<file path="src/sv/spq_enc.sv">
// ----------------------------------------------------------------------------
// spq_enc
// One-hot to binary encoder that turns the insertion marks of the chain
// into the slot number of the new entry.
// ----------------------------------------------------------------------------
`default_nettype none

module spq_enc #(
	parameter int N = 1024,
	parameter int W = 10
) (
	input  wire logic [N-1:0] onehot,
	output logic [W-1:0]      idx
);

	// Each index bit is the OR of the marks whose slot number has it set.
	always_comb begin
		idx = '0;
		for (int i = 0; i < N; i++) begin
			if (onehot[i]) begin
				idx = idx | W'(i);
			end
		end
	end

endmodule

`default_nettype wire

</file>
<file path="config.mk">
export PLATFORM = sky130hd
export DESIGN_NAME = spq_enc
export DESIGN_NICKNAME = d
export VERILOG_FILES = /design/src/sv/spq_enc.sv
export SDC_FILE = /design/constraint.sdc
export NUM_CORES = 1
export LEC_CHECK = 0
export BUFFER_PORTS_ARGS = -buffer_cell sky130_fd_sc_hd__buf_4
export CAP_MARGIN = 15
export CORE_AREA = 2 2 400 402
export DETAILED_ROUTE_END_ITERATION = 10
export DIE_AREA = 0 0 402 404
export GPL_ROUTABILITY_DRIVEN = 0
export PLACE_DENSITY = 0.3
export SETUP_SLACK_MARGIN = 0.2
export SLEW_MARGIN = 15
export SYNTH_ARGS = -nofsm -noshare
export SYNTH_HDL_FRONTEND = slang
export SYNTH_SLANG_ARGS = --single-unit
</file>
<file path="constraint.sdc">
create_clock -name vclk -period 2.2
set_input_delay 0.22 -clock vclk [all_inputs]
set_output_delay 0.22 -clock vclk [all_outputs]
set_load 0.05 [all_outputs]
</file>
# Yosys cells after proc, flatten, opt, wreduce, memory -nomap -nowiden
# Cells that the tools add are included.
[classes] muxes=1023
[ops] cell="2-to-1 mux 10 bit" n=512
[ops] cell="2-to-1 mux 9 bit" n=256
[ops] cell="2-to-1 mux 8 bit" n=128
[ops] cell="2-to-1 mux 7 bit" n=64
[ops] cell="2-to-1 mux 6 bit" n=32
[ops] cell="2-to-1 mux 5 bit" n=16
[ops] cell="2-to-1 mux 4 bit" n=8
[ops] cell="2-to-1 mux 3 bit" n=4
[ops] cell="2-to-1 mux 2 bit" n=2
[ops] cell="2-to-1 mux 1 bit" n=1
[word_totals] ff_bits=0

# Longest topological paths before layout
[logic_depth] ltp_word=1023 depth_mapped=5

# Worst setup path before layout
# Ideal clock, no wire load.
[synth_path] path_kind="input port to output port" startpoint="input port onehot[382]" endpoint="output port idx[1]" stages=5 slack_ns=0.021 path_buffers=0 arrival_ns=1.959 cell_sequence="nor4_1 -> nand4_1 -> or4_1 -> nor4_1 -> nand4_1"
[synth_rtl] element="start, declared" line="12" text="input wire logic [N-1:0] onehot,"
[synth_rtl] element="end, declared" line="13" text="output logic [W-1:0] idx"

==> metrics.md <==
| Metric | Value |
|---|---|
| Status | `finished with violations` |
| Failing checks | `setup timing` |
| Share of cells above drive strength 1 | `80.4%` |
| Metal2 WL | `109 mm` |
| Area of the multi-input gates | `7760 um^2` |
| Critical Path RT | `1980 ps` |
| Pin count of the biggest net entering global routing | `5` |
| Starting Density | `about 3.3%` |
| Max-cap violations | `0` |
| Yosys top cell by area | `nor4_1` |
| Wire per inst | `44.4 um` |
| Critical path buffers and inverters | `5` |
| Synth top area share | `about three fifths` |
| Area contributors post-synth | `nor4_1 61%, nand4_1 20%, nor4_2 4.4%` |
| Leakage | `11.2 nW` |
| Vias in the first global route | `~20000` |
| CP max FO | `2` |
| Synth Instances | `between 800 and 900` |
| WP depth | `10` |
| Worst setup margin | `-1060 ps` |
| Port Buffers | `1033` |
| Crit path launch type | `input pin` |
| WL final | `222 mm` |
| CP cell instances | `buf_4, buf_4, nor4_4, buf_4, nand4_1, or4_4, nor4_4, buf_4, nand4_1, buf_6` |
| Seq. cell area | `0 um^2` |
| Routed wl met3 | `15.8 mm` |
| Antenna violations before repair | `139` |
| Crit path DAT | `3040 ps` |
| 1st-iter DRT viols | `1490` |
| Final setup fails | `10` |
| Post-synthesis sequential area ratio | `0%` |
| Worst Tran Pin Value | `around 810 ps` |
| DR vias/cell | `3.89` |
| Worst Hold Path Cells | `6` |
| Cell Rows | `about 150` |
| Count of cell types in the netlist | `17` |
| Critical Path Start | `onehot[375]` |
| Most common cell on crit path | `buf_4` |
| Cell family with most CP delay | `simple AND/OR/NAND/NOR gates` |
| Critical Path Sink Type | `primary output` |
| Core Area | `158000 um^2` |
| Total grt overflow | `0` |
| First-pass DRT Iterations | `5` |
| Die height | `approximately 400 um` |
| Post-CTS Hold Buffers | `0` |
| Fillers | `about 18000` |
| Synthesized net count | `1858` |
| Placed insts | `4931` |
| Synth-to-layout area growth | `409%` |
| Period minus WS final | `3260 ps` |
| Critical path type | `input pin to primary output` |
| Die Span X | `402 um` |
| Non-filler cells, final | `4998` |
| Net count, final | `3907` |
| Peak supply drop | `0.0000875 V` |
| Hold Path Class | `input pin to primary output` |
| Detailed placer's ending HPWL | `around 210 mm` |
| Total GRT Usage | `26.1%` |
| Avg Inst Size Synth | `6.20 um^2` |
| Worst slew margin | `a little under half` |
| Seq Cell Count | `0` |
| Die Area | `around 160000 um^2` |
| Post-route DRC | `0` |
| Period Utilization, post-route | `148%` |
| Post-Route M1 WL | `roughly 87 mm` |
| Hold Startpoint | `onehot[513]` |
| Vias | `19433` |
| Pre-CTS setup slack | `-2110 ps` |
| First-pass GRT wire length | `265 mm` |
| RSZ-0062 raised after global routing | `yes` |
| Fin. max-slew vios | `0` |
| Post-route ant nets | `0` |
| Max incr delay on CP | `approximately 660 ps` |
| Post-Synthesis Cell Area | `5170 um^2` |
| Fmax | `approximately 310 MHz` |
| Synth warn | `0` |
| Final number of hold-violating endpoints | `0` |
| CLK BUF | `0` |
| Highest Signal Layer | `met5` |
| I/O Pins | `roughly 1000` |
| Slowest CP cell | `or4_4` |
| Cell area power density | `173 nW/um^2` |
## layout make-up
type                       count  share of cell area (%)
antenna                       45                   0.427
multi-input combinational    834                    29.4
timing repair buffer        2047                    60.3
tap                         2072                    9.84
## metrics by stage
step                      TNS, ps  util [%]  power, mW  area, um^2  hold slack (ps)
after floorplan                 0         -      0.215        5410              740
after global placement     -16140      14.9       4.21       23500             1180
after detailed placement   -15630      14.9       4.19       23600             1180
after CTS                   -7540      16.2       4.49       25600             1150
after global routing        -7710      16.7       4.66       26300             1160
final                       -7710      16.7       4.57       26400             1170
## cell usage in the layout, fill, tap and decap left out
| cell | count |
|---|---|
| or4_4 | 13 |
| nor3_2 | 3 |
| buf_8 | 7 |
| nor2_4 | 1 |
| nor2_2 | 1 |
| nand2b_1 | 1 |
| nand4_2 | 2 |
| or3_4 | 3 |
| nand2_1 | 27 |
| and3_1 | 1 |
| and4_1 | 4 |
| nor4_4 | 123 |
| or3_1 | 4 |
| nor3_1 | 23 |
| nand2_2 | 1 |
| nand3_2 | 3 |
| nor2_1 | 37 |
| nor4_2 | 119 |
| nand3_1 | 18 |
| buf_6 | 44 |
| nand4_4 | 1 |
| nand4_1 | 162 |
| nor4_1 | 278 |
| buf_4 | 1972 |
| nor4bb_1 | 1 |
| nand4b_1 | 3 |
| diode_2 | 45 |
| buf_12 | 24 |
| or4_1 | 5 |
## Yosys cell counts, drive strengths merged
| cell | n |
|---|---|
| nor4bb | 1 |
| nand4 | 165 |
| nand2 | 28 |
| nand4b | 3 |
| or3 | 7 |
| nor4 | 520 |
| nor3 | 26 |
| or4 | 18 |
| nand2b | 1 |
| and3 | 1 |
| nor2 | 39 |
| and4 | 4 |
| nand3 | 21 |
## report_power, final
group	internal [mW]	total [mW]	leakage, nW	switching (mW)
combinational	2.21	4.57	11.2	2.36
clock	0.00000258	0.00000258	0.000285	0
sequential	0	0	0	0
## per-layer routing
layer  vias up  global-route usage, %
met3       360                   6.62
met5         -                      0
met4       126                   8.69
met1      9622                   30.3
li1       8164                      -
met2      1161                   46.4
## path summary, 6_finish.rpt
kind     end  slack, ps
max   idx[1]      -1060
min   idx[0]       1170
## cell families after synthesis
logic type       share of synthesized area, %
AND/OR/NAND/NOR                           100
## what timing repair did
action,in CTS,in global routing
resized for setup,299,89
pin swaps,58,44
setup buffers,16,6
cloned,0,0
setup endpoints to repair,10,10
No activity file was read; power rests on OpenSTA's default activity.
