### config.mk
export PLATFORM = sky130hd
export DESIGN_NAME = spq_cell
export DESIGN_NICKNAME = d
export VERILOG_FILES = /design/src/sv/spq_pkg.sv /design/src/sv/spq_cell.sv
export SDC_FILE = /design/constraint.sdc
export NUM_CORES = 1
export LEC_CHECK = 0
export BUFFER_PORTS_ARGS = -buffer_cell sky130_fd_sc_hd__buf_2
export CELL_PAD_IN_SITES_DETAIL_PLACEMENT = 0
export CELL_PAD_IN_SITES_GLOBAL_PLACEMENT = 1
export CORE_MARGIN = 8
export CORE_UTILIZATION = 32
export CTS_BUF_LIST = sky130_fd_sc_hd__clkbuf_4
export DETAILED_ROUTE_END_ITERATION = 16
export HOLD_SLACK_MARGIN = 0.05
export PLACE_DENSITY = 0.93
export SLEW_MARGIN = 20
export SYNTH_ARGS = -nofsm -noshare
export SYNTH_HDL_FRONTEND = slang
export SYNTH_SLANG_ARGS = --single-unit
### constraint.sdc
create_clock -name clk -period 6.1 [get_ports clk]
set_clock_uncertainty 0.1 [all_clocks]
set_input_delay 0.305 -clock clk [delete_from_list [all_inputs] [get_ports clk]]
set_output_delay 0.305 -clock clk [all_outputs]
set_load 0.05 [all_outputs]
### src/sv/spq_pkg.sv
// ----------------------------------------------------------------------------
// spq_pkg
// Types and codes shared by the sorted priority queue modules.
// ----------------------------------------------------------------------------
`default_nettype none

package spq_pkg;

	// Field widths of one item and one result.
	localparam int ID_W      = 16;
	localparam int PRIO_W    = 16;
	localparam int STATUS_W  = 2;
	localparam int OUT_CNT_W = 11;

	// Operation codes.
	localparam logic OP_ENQ = 1'b0;
	localparam logic OP_DEQ = 1'b1;

	// Status codes.
	localparam logic [STATUS_W-1:0] ST_OK    = 2'd0;
	localparam logic [STATUS_W-1:0] ST_FULL  = 2'd1;
	localparam logic [STATUS_W-1:0] ST_EMPTY = 2'd2;

	// One stored entry.
	typedef struct packed {
		logic [PRIO_W-1:0] prio;
		logic [ID_W-1:0]   id;
	} entry_t;

	// Command broadcast to every cell of the chain.
	typedef struct packed {
		logic   enq;
		logic   deq;
		entry_t ent;
	} cell_ctrl_t;

endpackage

`default_nettype wire

### src/sv/spq_cell.sv
// ----------------------------------------------------------------------------
// spq_cell
// One slot of the sorted chain: holds an entry, compares it with the
// incoming priority and shifts towards or away from the head of the queue.
// ----------------------------------------------------------------------------
`default_nettype none

module spq_cell import spq_pkg::*; #(
	parameter int CNT_W = 11,
	parameter int INDEX = 0
) (
	input  wire logic             clk,
	input  wire cell_ctrl_t       ctrl,
	input  wire logic [CNT_W-1:0] fill,
	input  wire logic             prev_keep,
	input  wire entry_t           prev_ent,
	input  wire entry_t           next_ent,
	output entry_t                ent,
	output logic                  keep,
	output logic                  ins
);

	entry_t ent_q;
	logic   occupied;

	// The slot holds a live entry when it lies below the fill count.
	assign occupied = (fill > CNT_W'(INDEX));

	// An entry of equal or higher priority stays where it is on an enqueue.
	assign keep = occupied && (ent_q.prio >= ctrl.ent.prio);

	// The new entry lands in the first slot that does not keep its entry.
	assign ins = prev_keep && !keep;

	// Insert, shift away from the head, or shift towards the head.
	always_ff @(posedge clk) begin
		if (ctrl.enq) begin
			if (!keep) begin
				ent_q <= prev_keep ? ctrl.ent : prev_ent;
			end
		end else if (ctrl.deq) begin
			ent_q <= next_ent;
		end
	end

	assign ent = ent_q;

endmodule

`default_nettype wire

# Word-level counts from Yosys, hierarchy flattened

Cells that the tools add are included.

Flip-flop bits (word level): 32
Bits of input ports: 111
Output and inout port bits: 34
Word-level logic and storage cells: 14

$lt $le $gt $ge: 2
Eq/ne operators: 1
Mux-type cells: 4
Reduce and logical (&&, ||, !) cells: 5

Operator list:

| operator                                                       | count |
|---|---|
| 2-to-1 mux 32 bit                                              | 4 |
| >= comparator 16 bit                                           | 1 |
| greater-than comparator 11 x 1 -> 1 bit, second input constant | 1 |
| logical AND 1 bit                                              | 2 |
| != test 2 bit, second input constant                           | 1 |
| AND reduction 2 bit                                            | 1 |
| nonzero test 2 bit                                             | 1 |
| zero test 1 bit                                                | 1 |

# Logic depth before layout (Yosys ltp)

Depth in word-level cells: 4
Gate-level depth with buffers: 6
Depth with buffers taken out: 6

# Worst setup path before layout

OpenSTA, ideal clock, no wires.

Kind: reg-to-reg
Start: register ent_q (netlist bit ent[16])
End: register ent_q (netlist bit ent[0]), enable pin
Setup time: 425 ps
Data arrival time: 3204 ps
Required time: 5575 ps
Path slack: 2371 ps
Stages on the path, launching flop included: 7
Buffers on the path: 0
Period minus slack after synthesis: 3729 ps
Path through: edfxtp_1 -> inv_1 -> ha_1 -> nand2b_4 -> a2111o_1 -> a31o_1 -> o21ai_1

Cells in the longest elaborated chain, start to end: 4

RTL lines:

| element                       | RTL line       | source |
|---|---|---|
| from (decl)                   | spq_cell.sv:23 | `entry_t ent_q;` |
| from (signal assigned)        | spq_cell.sv:39 | `ent_q <= prev_keep ? ctrl.ent : prev_ent;` |
| from (signal assigned)        | spq_cell.sv:42 | `ent_q <= next_ent;` |
| >= comparator 16 bit          | spq_cell.sv:30 | `assign keep = occupied && (ent_q.prio >= ctrl.ent.prio);` |
| logical AND 1 bit             | spq_cell.sv:30 |  |
| != test 2 bit (no line)       | --             |  |
| AND reduction 2 bit (no line) | --             |  |

No other way between the ends.
A chain may end at the register's enable or synchronous reset.

# Worst setup path after layout

Start: register ent_q (netlist bit ent[16])
End: register ent_q (netlist bit ent[6]), enable pin

Same word-level chain as after synthesis.

==> run summary <==
In the routed layout, each cell is associated on average with a via count of 4.727. The relative slew slack is 31.16%, and the slack of the worst reg-to-reg path is 3300 ps. In this run the vertical extent of the chip is 96.83 um. The tools report the startpoint class of the critical path as a register. The floorplan has 29 rows. The repair_antennas step left the layout with diodes totalling 0. Worst min-delay path endpoint: ent[27]. The share of synthesized area occupied by flip-flops and latches is 45.96%, and the H-tree depth is 2.

Via count of the first global-routing pass: 2175. For the worst-skew pair, the clock arrives at the later sink with an insertion delay of 320 ps. The number of max-slew violations in the final report came out at 0. Data on the critical path is required at its endpoint by 5940 ps. The run finished with clean final reports.

The register with the most flip-flops in the layout has 32 of them. The worst-case IR drop observed on VDD is 0.09824 mV. The post-synthesis register bit count came out at 32. Derived from the worst setup path, the maximum achievable clock frequency is 0.3574 GHz. The die is 96.83 um wide. Dividing the synthesized area by the synthesized cell count gives 10.20 sq um.

Once the floorplan was initialized, standard cells occupied 32.93% of the core. The power density normalized to cell area was 215.0 nW/um^2; the violation count after the first detailed-route iteration was 80. Measured in cells, the most critical reg-to-reg path has a length of 6. The number of placed cells counting well taps is 417. The number of gates resized after CTS was 0.

The worst setup path is of the reg2reg kind. Summed over all layers, the routed wires come to 6224 um. In the post-synthesis netlist, the biggest area contributors are sky130_fd_sc_hd__edfxtp_1 46%, sky130_fd_sc_hd__mux2i_1 16%, sky130_fd_sc_hd__ha_1 9.6%, sky130_fd_sc_hd__a21oi_1 8.6%, sky130_fd_sc_hd__nor2_1 5.9%. The mapped netlist covers 2091 sq um. The placed wire-length estimate is 5145 um. Startpoint of the most critical register-to-register path: ent[16]. Relative to the synthesized area, the layout overhead comes to 39.86%. Entering global routing, the biggest net connects 67 pins. The tools report the initial antenna violation count as 0. The number of hold violations in the final report came out at 0. For the count of cell types in the netlist, the log shows 25. The critical path starts at ent[16]. Routability-driven placement finished with a final weighted congestion of 0.7360. For this design the static power due to leakage is 1.478 nW. In the final layout, the share of cells above drive strength 1 is 44.93%.

Detailed routing inserted a total of 1995 vias. For this run, design rule violations remaining after detail routing come to 0. Setup violations remaining at the end of the flow were counted as 0. Along the worst hold path, the cell count comes to 3.

The overflow left after global routing was 0. The number of clock sinks was 32. The synthesized netlist net count was 332. The number of setup buffers added after CTS came out at 0. The run gives 2640 ps as the signal arrival time at the worst endpoint. The number of detailed-route iterations in the first pass came out at 5.

The largest area contributor in the synthesized netlist is sky130_fd_sc_hd__edfxtp_1. Along the worst path, the maximum fanout reaches 32. Global routing consumed, over all layers together, 13.17% of the routing resources. The endpoint identified for the worst register-to-register timing path is ent[6]. The synthesized design devotes to its leading area cell type 45.96% of total area. The tools report the buffer depth of the longest clock path as 2. The max-cap check violation count came out at 0. The root buffer cell chosen for the clock tree is sky130_fd_sc_hd__clkbuf_4. TritonCTS built the clock tree. The number of standard cells in the layout, taps in and fillers out came out at 422. The net count of the finished layout is 474. Dividing the detail-routed wire length by the instance count gives 14.75 um. Setup repair after global routing left no endpoint under its margin.

The worst setup path is captured at a register. The Yosys step of the flow raised 0 warnings. Clock-pin slew was measured on the worst setup and hold paths at 100 ps. The post-route antenna net violation count is 0.

At the pin with the least slew margin, the transition time is 1029 ps. The worst hold path begins at next_ent[27]. The floorplan step defined a die boundary enclosing 9376 sq um. The core region is 6350 sq um. For the aggregate negative setup slack, the log shows 0 ps. Post-route clock period utilization: 45.87%. Final critical path time including I/O delays and setup: 2798 ps.

The first global-routing pass estimated 10360 um of wire. In this run, CTS created clock tree buffers numbering 5. Class of the tightest hold or removal check: in2reg.

The port buffer count was 144. The number of hold buffers added after CTS was 0. The logs give 205 for the number of instances in the synthesized netlist and 145 for the number of placed I/O pins.
where the power goes:
| part | switching, W | leakage (nW) | total, W | internal, W |
|---|---|---|---|---|
| combinational | 0.000163 | 1.15 | 0.000242 | 0.0000783 |
| sequential | 0.00000803 | 0.306 | 0.000282 | 0.000274 |
| clock | 0.0000660 | 0.0230 | 0.000105 | 0.0000385 |
metrics by stage:
| stage | power [W] | hold slack [ps] | util (%) | worst slack [ps] | area (sq um) |
|---|---|---|---|---|---|
| floorplan | 0.0004524 | 430.6 | - | 2371 | 2091 |
| global placement | 0.0005269 | 525.2 | 45.46 | 3272 | 2887 |
| detailed placement | 0.0005326 | 532.2 | 45.46 | 3203 | 2887 |
| CTS | 0.0006396 | 184.3 | 46.05 | 3227 | 2924 |
| global route | 0.0006665 | 189.0 | 46.05 | 3111 | 2924 |
| finish | 0.0006286 | 203.2 | 46.05 | 3302 | 2924 |
cell families after synthesis:
kind of cell / Yosys count / share of synthesized area, %
buf+inv: 28 / 5.326
simple gates: 50 / 10.83
fa+ha+maj: 16 / 9.575
flops: 32 / 45.96
compound gates: 46 / 12.51
mux: 33 / 15.80
worst max-delay path, stage by stage, from the launching register on:
cell,delay [ps]
sky130_fd_sc_hd__edfxtp_1,390
sky130_fd_sc_hd__inv_1,70
sky130_fd_sc_hd__ha_1,210
sky130_fd_sc_hd__nand2b_4,130
sky130_fd_sc_hd__a2111o_1,400
sky130_fd_sc_hd__a31o_1,270
sky130_fd_sc_hd__o21ai_4,820
cell usage in the layout (no fill, tap or decap), drive strengths merged:
cell / netlist / layout
inv: 17 / 17
nand2: 3 / 3
clkbuf: 6 / 5
nor3: 1 / 1
ha: 16 / 16
a311oi: 1 / 1
buf: 5 / 146
edfxtp: 32 / 32
or3: 1 / 1
mux2i: 33 / 33
a31o: 1 / 1
o21ai: 3 / 3
nor2: 33 / 33
o21ba: 2 / 2
a2111o: 1 / 1
nand2b: 1 / 1
nand4: 6 / 6
and3: 1 / 1
a2bb2oi: 1 / 1
nand3: 2 / 2
a21oi: 37 / 37
nor4: 2 / 2
metal layers:
| layer | track usage [%] | wire [um] | part of all wire (%) | vias up |
|---|---|---|---|---|
| met1 | 13.69 | 2412 | 39 | 886 |
| met5 | 0 | 0 | 0 | - |
| met3 | 5.548 | 531 | 8.5 | 5 |
| met2 | 23.91 | 3227 | 52 | 75 |
| met4 | 2.840 | 53 | 0.85 | 0 |
| li1 | - | - | - | 1029 |
synth_stat cells:
library cell                number
sky130_fd_sc_hd__clkbuf_1        6
sky130_fd_sc_hd__nor4_1          2
sky130_fd_sc_hd__a21oi_1        36
sky130_fd_sc_hd__a21oi_2         1
sky130_fd_sc_hd__o21ba_1         1
sky130_fd_sc_hd__nand3_1         2
sky130_fd_sc_hd__a2111o_1        1
sky130_fd_sc_hd__nor3_1          1
sky130_fd_sc_hd__a311oi_1        1
sky130_fd_sc_hd__nand2b_4        1
sky130_fd_sc_hd__nand4_1         6
sky130_fd_sc_hd__a2bb2oi_1       1
sky130_fd_sc_hd__edfxtp_1       32
sky130_fd_sc_hd__ha_1           16
sky130_fd_sc_hd__o21ba_2         1
sky130_fd_sc_hd__mux2i_1        33
sky130_fd_sc_hd__o21ai_0         1
sky130_fd_sc_hd__or3_1           1
sky130_fd_sc_hd__buf_2           5
sky130_fd_sc_hd__nor2_1         33
sky130_fd_sc_hd__inv_1          17
sky130_fd_sc_hd__a31o_1          1
sky130_fd_sc_hd__nand2_1         3
sky130_fd_sc_hd__and3_1          1
sky130_fd_sc_hd__o21ai_1         2
layout make-up:
type,count,area [sq um]
fillers,639,3426
well taps,77,96.34
multi-input cells,145,1030
flip-flops and latches,32,960.9
inverters,17,63.81
repair buffers,146,735.7
clock buffers,5,37.54
worst max path at each step:
stage                          to  slack, ps  depth (start not counted)
final                      ent[6]       3300                          6
after detailed placement  ent[10]       3200                          6
after floorplan            ent[0]       2370                          6
after CTS                  ent[7]       3230                          6
after global routing      ent[15]       3110                          6
after global placement    ent[10]       3270                          6
No activity file was read; power rests on OpenSTA's default activity.
